### config.mk
export PLATFORM = sky130hd
export DESIGN_NAME = key_debounce_autorepeat_flat
export DESIGN_NICKNAME = d
export VERILOG_FILES = /design/src/sv/kda_pkg.sv /design/src/sv/kda_ifs.sv /design/src/sv/key_debounce_autorepeat.sv /design/src/flat_wrapper.sv
export VERILOG_INCLUDE_DIRS = /design/src /design/src/sv
export SDC_FILE = /design/constraint.sdc
export NUM_CORES = 1
export LEC_CHECK = 0
export BUFFER_PORTS_ARGS = -buffer_cell sky130_fd_sc_hd__buf_2
export CAP_MARGIN = 20
export CORE_ASPECT_RATIO = 2
export CORE_MARGIN = 1
export CORE_UTILIZATION = 25
export CTS_BUF_LIST = sky130_fd_sc_hd__clkbuf_4 sky130_fd_sc_hd__clkbuf_8
export DETAILED_ROUTE_END_ITERATION = 8
export SYNTH_ARGS = -nofsm -noshare
export SYNTH_HDL_FRONTEND = slang
export SYNTH_SLANG_ARGS = --single-unit
### constraint.sdc
create_clock -name clk -period 4.5 [get_ports clk]
set_input_delay 1.125 -clock clk [delete_from_list [all_inputs] [get_ports clk]]
set_output_delay 1.125 -clock clk [all_outputs]
set_load 0.05 [all_outputs]
### src/sv/key_debounce_autorepeat_macros.svh
// Assertion macros shared by the key debounce design.
`ifndef KEY_DEBOUNCE_AUTOREPEAT_MACROS_SVH
`define KEY_DEBOUNCE_AUTOREPEAT_MACROS_SVH

`ifndef SYNTHESIS
`define KDA_ASSERT_SAME(lbl, a, c) \
  lbl: assert property (@(posedge clk) disable iff (rst) (a) |-> (c)) \
    else $error("Key debounce assertion failed in the same cycle.");
`define KDA_ASSERT_NEXT(lbl, a, c) \
  lbl: assert property (@(posedge clk) disable iff (rst) (a) |=> (c)) \
    else $error("Key debounce assertion failed in the next cycle.");
`else
`define KDA_ASSERT_SAME(lbl, a, c)
`define KDA_ASSERT_NEXT(lbl, a, c)
`endif

`endif

### src/sv/kda_pkg.sv
`timescale 1ns / 1ps

package kda_pkg;

  localparam int unsigned CountWidth = 9;
  localparam int unsigned PeriodWidth = 8;

  localparam logic [CountWidth-1:0] CHECK_INTERVAL = 9'd50;
  localparam logic [CountWidth-1:0] HOLD_WAIT = 9'd350;
  localparam logic [CountWidth-1:0] COUNT_MAX = 9'd511;
  localparam logic [PeriodWidth-1:0] REPEAT_PERIOD_RESET = 8'd100;

  typedef enum logic [3:0] {
    PH_IDLE   = 4'd0,
    PH_CHECK1 = 4'd1,
    PH_CHECK2 = 4'd2,
    PH_CHECK3 = 4'd3,
    PH_CHECK4 = 4'd4,
    PH_CHECK5 = 4'd5,
    PH_CHECK6 = 4'd6,
    PH_WAIT   = 4'd7,
    PH_REPEAT = 4'd8
  } phase_t;

endpackage

### src/sv/kda_ifs.sv
`timescale 1ns / 1ps

interface kda_key_if;
  logic valid;
  logic ready;
  logic pressed;

  modport source (output valid, output pressed, input ready);
  modport sink (input valid, input pressed, output ready);
endinterface

interface kda_click_if;
  logic valid;
  logic ready;
  logic short_press;
  logic held_repeat;

  modport source (output valid, output short_press, output held_repeat, input ready);
  modport sink (input valid, input short_press, input held_repeat, output ready);
endinterface

### src/sv/key_debounce_autorepeat.sv
`timescale 1ns / 1ps
// Latency: the result of a tick item is registered and shown in the cycle after it is accepted.
// Throughput: one tick item per cycle while no result waits untaken; phase and counter update on each accepted item.
// A waiting result holds off the next item unless the receiver takes it in the same cycle.
// Synchronous reset returns to idle with a zero tick count and a repeat period of 100.
`include "key_debounce_autorepeat_macros.svh"

module key_debounce_autorepeat (
  input  logic              clk,
  input  logic              rst,
  kda_key_if.sink           key_in,
  kda_click_if.source       click_out,
  input  logic              cfg_we,
  input  logic [7:0]        cfg_wdata
);
  import kda_pkg::*;

  logic [PeriodWidth-1:0] repeat_period;
  phase_t                 phase;
  phase_t                 phase_next;
  logic [CountWidth-1:0]  tick_count;
  logic [CountWidth-1:0]  tick_count_next;
  logic                   out_valid;
  logic                   out_single;
  logic                   out_repeat;
  logic                   single_next;
  logic                   repeat_next;
  logic                   accept;
  logic [PeriodWidth-1:0] period;

  assign key_in.ready = !out_valid || click_out.ready;
  assign accept = key_in.valid && key_in.ready;
  assign period = (repeat_period == '0) ? PeriodWidth'(1) : repeat_period;

  assign click_out.valid = out_valid;
  assign click_out.short_press = out_single;
  assign click_out.held_repeat = out_repeat;

  always_ff @(posedge clk) begin
    if (rst) begin
      repeat_period <= REPEAT_PERIOD_RESET;
    end else if (cfg_we) begin
      repeat_period <= cfg_wdata;
    end
  end

  always_ff @(posedge clk) begin
    if (rst) begin
      phase <= PH_IDLE;
      tick_count <= '0;
    end else if (accept) begin
      phase <= phase_next;
      tick_count <= tick_count_next;
    end
  end

  always_ff @(posedge clk) begin
    if (rst) begin
      out_valid <= 1'b0;
    end else if (accept) begin
      out_valid <= 1'b1;
    end else if (click_out.ready) begin
      out_valid <= 1'b0;
    end
  end

  always_ff @(posedge clk) begin
    if (accept) begin
      out_single <= single_next;
      out_repeat <= repeat_next;
    end
  end

  always_comb begin
    phase_t                ph;
    logic [CountWidth-1:0] cnt;
    ph = (phase > PH_REPEAT) ? PH_IDLE : phase;
    cnt = tick_count;
    single_next = 1'b0;
    repeat_next = 1'b0;
    if (key_in.pressed && ph == PH_IDLE) begin
      ph = PH_CHECK1;
      cnt = '0;
    end
    case (ph)
      PH_CHECK1, PH_CHECK2, PH_CHECK3, PH_CHECK4, PH_CHECK5, PH_CHECK6: begin
        if (cnt == CHECK_INTERVAL) begin
          cnt = '0;
          if (key_in.pressed) begin
            ph = phase_t'(ph + 4'd1);
          end else begin
            single_next = 1'b1;
            ph = PH_IDLE;
          end
        end
      end
      PH_WAIT: begin
        if (cnt == HOLD_WAIT) begin
          cnt = '0;
          if (key_in.pressed) begin
            repeat_next = 1'b1;
            ph = PH_REPEAT;
          end else begin
            ph = PH_IDLE;
          end
        end
      end
      PH_REPEAT: begin
        if (cnt == CountWidth'(period)) begin
          cnt = '0;
          if (key_in.pressed) begin
            repeat_next = 1'b1;
          end else begin
            ph = PH_IDLE;
          end
        end
      end
      default: begin
      end
    endcase
    if (cnt != COUNT_MAX) begin
      cnt = cnt + CountWidth'(1);
    end
    phase_next = ph;
    tick_count_next = cnt;
  end

  `KDA_ASSERT_SAME(a_one_click_kind, out_valid, !(out_single && out_repeat))
  `KDA_ASSERT_NEXT(a_count_moves, accept, tick_count != '0)
  `KDA_ASSERT_NEXT(a_repeat_enters_repeat, accept && repeat_next, phase == PH_REPEAT)
  `KDA_ASSERT_NEXT(a_single_to_idle, accept && single_next, phase == PH_IDLE)
  `KDA_ASSERT_NEXT(a_hold_when_idle, !accept, $stable(tick_count) && $stable(phase))

endmodule
### src/flat_wrapper.sv
// flat-port wrapper written by rule: the top's interface ports become plain ports
module key_debounce_autorepeat_flat import kda_pkg::*;
  (clk, rst, cfg_we, cfg_wdata, key_in_valid, key_in_pressed, key_in_ready, click_out_valid, click_out_short_press, click_out_held_repeat, click_out_ready);
  kda_key_if key_in_i ();
  kda_click_if click_out_i ();
  input  logic clk;
  input  logic rst;
  input  logic cfg_we;
  input  logic [7:0] cfg_wdata;
  input wire logic [$bits(key_in_i.valid)-1:0] key_in_valid;
  input wire logic [$bits(key_in_i.pressed)-1:0] key_in_pressed;
  output wire logic [$bits(key_in_i.ready)-1:0] key_in_ready;
  output wire logic [$bits(click_out_i.valid)-1:0] click_out_valid;
  output wire logic [$bits(click_out_i.short_press)-1:0] click_out_short_press;
  output wire logic [$bits(click_out_i.held_repeat)-1:0] click_out_held_repeat;
  input wire logic [$bits(click_out_i.ready)-1:0] click_out_ready;
  assign key_in_i.valid = key_in_valid;
  assign key_in_i.pressed = key_in_pressed;
  assign key_in_ready = key_in_i.ready;
  assign click_out_valid = click_out_i.valid;
  assign click_out_short_press = click_out_i.short_press;
  assign click_out_held_repeat = click_out_i.held_repeat;
  assign click_out_i.ready = click_out_ready;
  key_debounce_autorepeat u_core (.clk(clk), .rst(rst), .key_in(key_in_i), .click_out(click_out_i), .cfg_we(cfg_we), .cfg_wdata(cfg_wdata));
endmodule
==> metrics.yaml <==
synth_warnings: 0
use_met2: 0.301
holdPathStages: 2
clk_path_buf_depth: 2
finalHoldViolations: 0
fin_crit_ns: 3.99
synth-simple-area-share: 0.265
cp_max_fo: 6
diodes: 0
globalplace.congestion: 0.905
slew_violations: 0
antenna_found_initial: 0
clk_latency_ns: 0.27
vdd_drop_max_mv: 0.131
start_kind: "input pin"
cp.arrival_ns: 4.14
finalWirelength_um: 5130
final_nets: 254
max_stage_delay_ns: 0.38
dp_worst_setup_slack_ns: 0.226
core_area_um2: 6990
vias: 1767
synth-main-ff-cell: "dfxtp_1"
leakagePower_nw: 0.714
hp-class: "reg2reg"
grt_pass1_wl_um: 8530
die-area_um2: 7620
chipHeight_um: 122
rsz0062_at_grt: "false"
clk_pin_slew_ns: 0.08
min_to: "u_core.repeat_period[0]"
htree_levels: 1
post_cts_buffers: 0
worstRegToRegCells: 18
drc_errors: 0
grt_max_degree: 19
avgSynthCellArea_um2: 8.02
dieWidth_um: 62.2
finalWorstSetupSlack_ns: 0.514
critPathCaptureType: "flop"
syn-cell-area_um2: 1810
synthArstFlopShare: 0
synth-seq-cells: 24
synth_compound_area_frac: 0.264
grt_overflow: 0
post-route-period-util: 0.886
finClkSkew_ns: 0.00307
boundaryPins: 18
r2r-start: "u_core.phase[1]"
firstDrtPassIters: 4
synth-xor-area-share: 0.0338
critPathTopFamily: "compound AO/OA/AOI/OAI gates"
critical_path_class: "in2reg"
track_usage: 0.145
cts_resized: 0
grt_pass1_vias: 1839
cts_hold_buf: 0
cp.required_ns: 4.65
synthTopCellsByArea: "dfxtp_1 24%, mux2i_1 6.1%, nor2_1 5.0%"
max_slew_margin: 0.602
synthAdderAreaFrac: 0.0345
drv_cap: 0
synthMuxAreaShare: 0.0607
setup_viol: 0
status: "completed"
critical_path_buf_inv_count: 4
drtIter0Drc: 39
synth_edf_count: 2
ff2ff_setup_slack_ns: 0.60
ys_seq_area_frac: 0.276
initial_core_util: 0.259
cts.sinks: 24
crit_chain: "buf_2 > o22ai_1 > inv_1 > ha_1 > inv_1 > o211ai_1 > and2_1 > a211oi_2 > a2bb2oi_1 > nor2b_1 > ha_1 > nand2_1 > nor4_1 > a31oi_2 > buf_4 > mux2i_1 > nor2_1"
grt_use_met3: 0.0139
fmax_mhz: 251
hpwl_um: 4080
reg2reg_to: "u_core.tick_count[1]"
vias_per_cell: 5.45
holdCritStartpoint: "u_core.repeat_period[0]"
area_delta_synth_final_pct: 11.0
std_cell_rows: 43
numCtsBuffers: 3
grt-busiest-layer: "met2"
port_buffers: 17
antenna_left: 0
slowest_stage: "a31oi_2"
synth_top_area_share: 0.243
cts-root-buf: "clkbuf_8"
powerDensity_nw_per_um2: 229
wl_per_cell_um: 15.8
syn-num-nets: 245
yosys.area.top_type: "dfxtp_1"
grt_util_met1: 0.112
synth_cells: 226
synth.distinct_cells: 59
setup_tns_ns: 0
tritoncts: "built"
drive_gt1_frac: 0.158
synth_top_family_by_area: "simple AND/OR/NAND/NOR gates"
tightest_slew_ns: 0.594
==> cell type report <==
class                           instances  area [um^2]
Multi-Input combinational cell        175         1190
Tap cell                               90          113
Inverter                                8         30.0
Sequential cell                        24          500
Timing Repair Buffer                   23          130
Clock inverter                          1         3.75
Fill cell                             794         4980
Clock buffer                            3         41.3
==> cell usage after synthesis, types with 2 or more instances <==
master and count:
o21ai_0 3, nor2b_1 7, and3_1 3, nor4_1 2, nor4b_1 2, a41oi_1 2
xnor2_1 6, a21oi_1 7, nand3b_1 2, inv_1 8, o21a_1 4, buf_2 2
nand4_1 3, nor3_1 8, nand2b_1 6, o211ai_1 4, and2_1 4, mux2i_1 11
nor4bb_1 2, buf_4 2, ha_1 5, a2111oi_0 2, a311oi_1 3, o22ai_1 3
a211oi_1 3, edfxtp_1 2, dfxtp_1 22, nand2_1 20, nand3_1 5, a31oi_1 8
clkbuf_1 14, nor2_1 24
==> cells in the final DEF (no fill, tap or decap), types with 3 or more instances in the layout <==
cell type,instances
o22ai_1,3
clkbuf_8,3
nor3_1,8
dfxtp_1,22
o21a_1,4
nand2b_1,6
a31oi_1,8
a21oi_1,7
a311oi_1,3
buf_4,6
nand4_1,3
nor2b_1,7
and2_1,4
ha_1,5
nand2_1,20
buf_2,17
nor2_1,24
inv_1,8
o211ai_1,4
o21ai_0,3
nand3_1,5
mux2i_1,11
a211oi_1,3
and3_1,3
xnor2_1,6
==> worst max-delay path by stage <==
stage                   startpoint                   end  slack [ns]  cells past startpoint
floorplan           key_in_pressed  u_core.tick_count[5]        0.26                     17
global placement    key_in_pressed  u_core.tick_count[1]        0.33                     17
detailed placement  key_in_pressed  u_core.tick_count[1]        0.23                     17
CTS                 key_in_pressed  u_core.tick_count[1]        0.51                     17
global route        key_in_pressed  u_core.tick_count[5]        0.22                     16
finish              key_in_pressed  u_core.tick_count[1]        0.51                     17
==> metal layers <==
metal | part of all wire | vias up
li1 | - | 850
met2 | 0.59 | 41
met1 | 0.33 | 853
met3 | 0.022 | 23
met4 | 0.068 | 0
met5 | 0 | -
==> cell families after synthesis <==
logic type | count (synthesis)
buf+inv | 27
simple gates | 92
flops | 24
fa+ha+maj | 5
compound gates | 60
xor+xnor | 7
mux | 11
==> state kept, by name, summed over array words and instances, names as in the netlist <==
signal and cells:
u_core.repeat_period 8, u_core.click_out.short_press 1, u_core.tick_count 9, u_core.click_out.held_repeat 1
u_core.click_out.valid 1, u_core.phase 4
==> where the power goes <==
part / internal (W) / leakage [nW] / switching [W]
clock network: 0.0000612 / 0.0231 / 0.0000684
registers: 0.000224 / 0.200 / 0.0000151
logic: 0.0000378 / 0.491 / 0.0000547
total: 0.000323 / 0.714 / 0.000138
==> tightest hold or removal path, stage by stage (launching register included) <==
cell and delay [ns]:
dfxtp_1 0.34, mux2i_1 0.07, nor2_1 0.08
==> metrics by stage <==
| step | hold WS [ns] | power (W) | std cells | area (um^2) | utilization |
|---|---|---|---|---|---|
| 4_1_cts | 0.526 | 0.000472 | 324 | 2010 | 0.288 |
| 6_report | 0.514 | 0.000461 | 324 | 2010 | 0.288 |
| 2_1_floorplan | 0.461 | 0.000309 | 226 | 1810 | - |
| 3_3_place_gp | 0.487 | 0.000335 | 320 | 1970 | 0.281 |
| 5_1_grt | 0.558 | 0.000485 | 324 | 2010 | 0.288 |
| 3_5_place_dp | 0.507 | 0.000336 | 320 | 1970 | 0.281 |
Power figures use the tool's default switching activity.
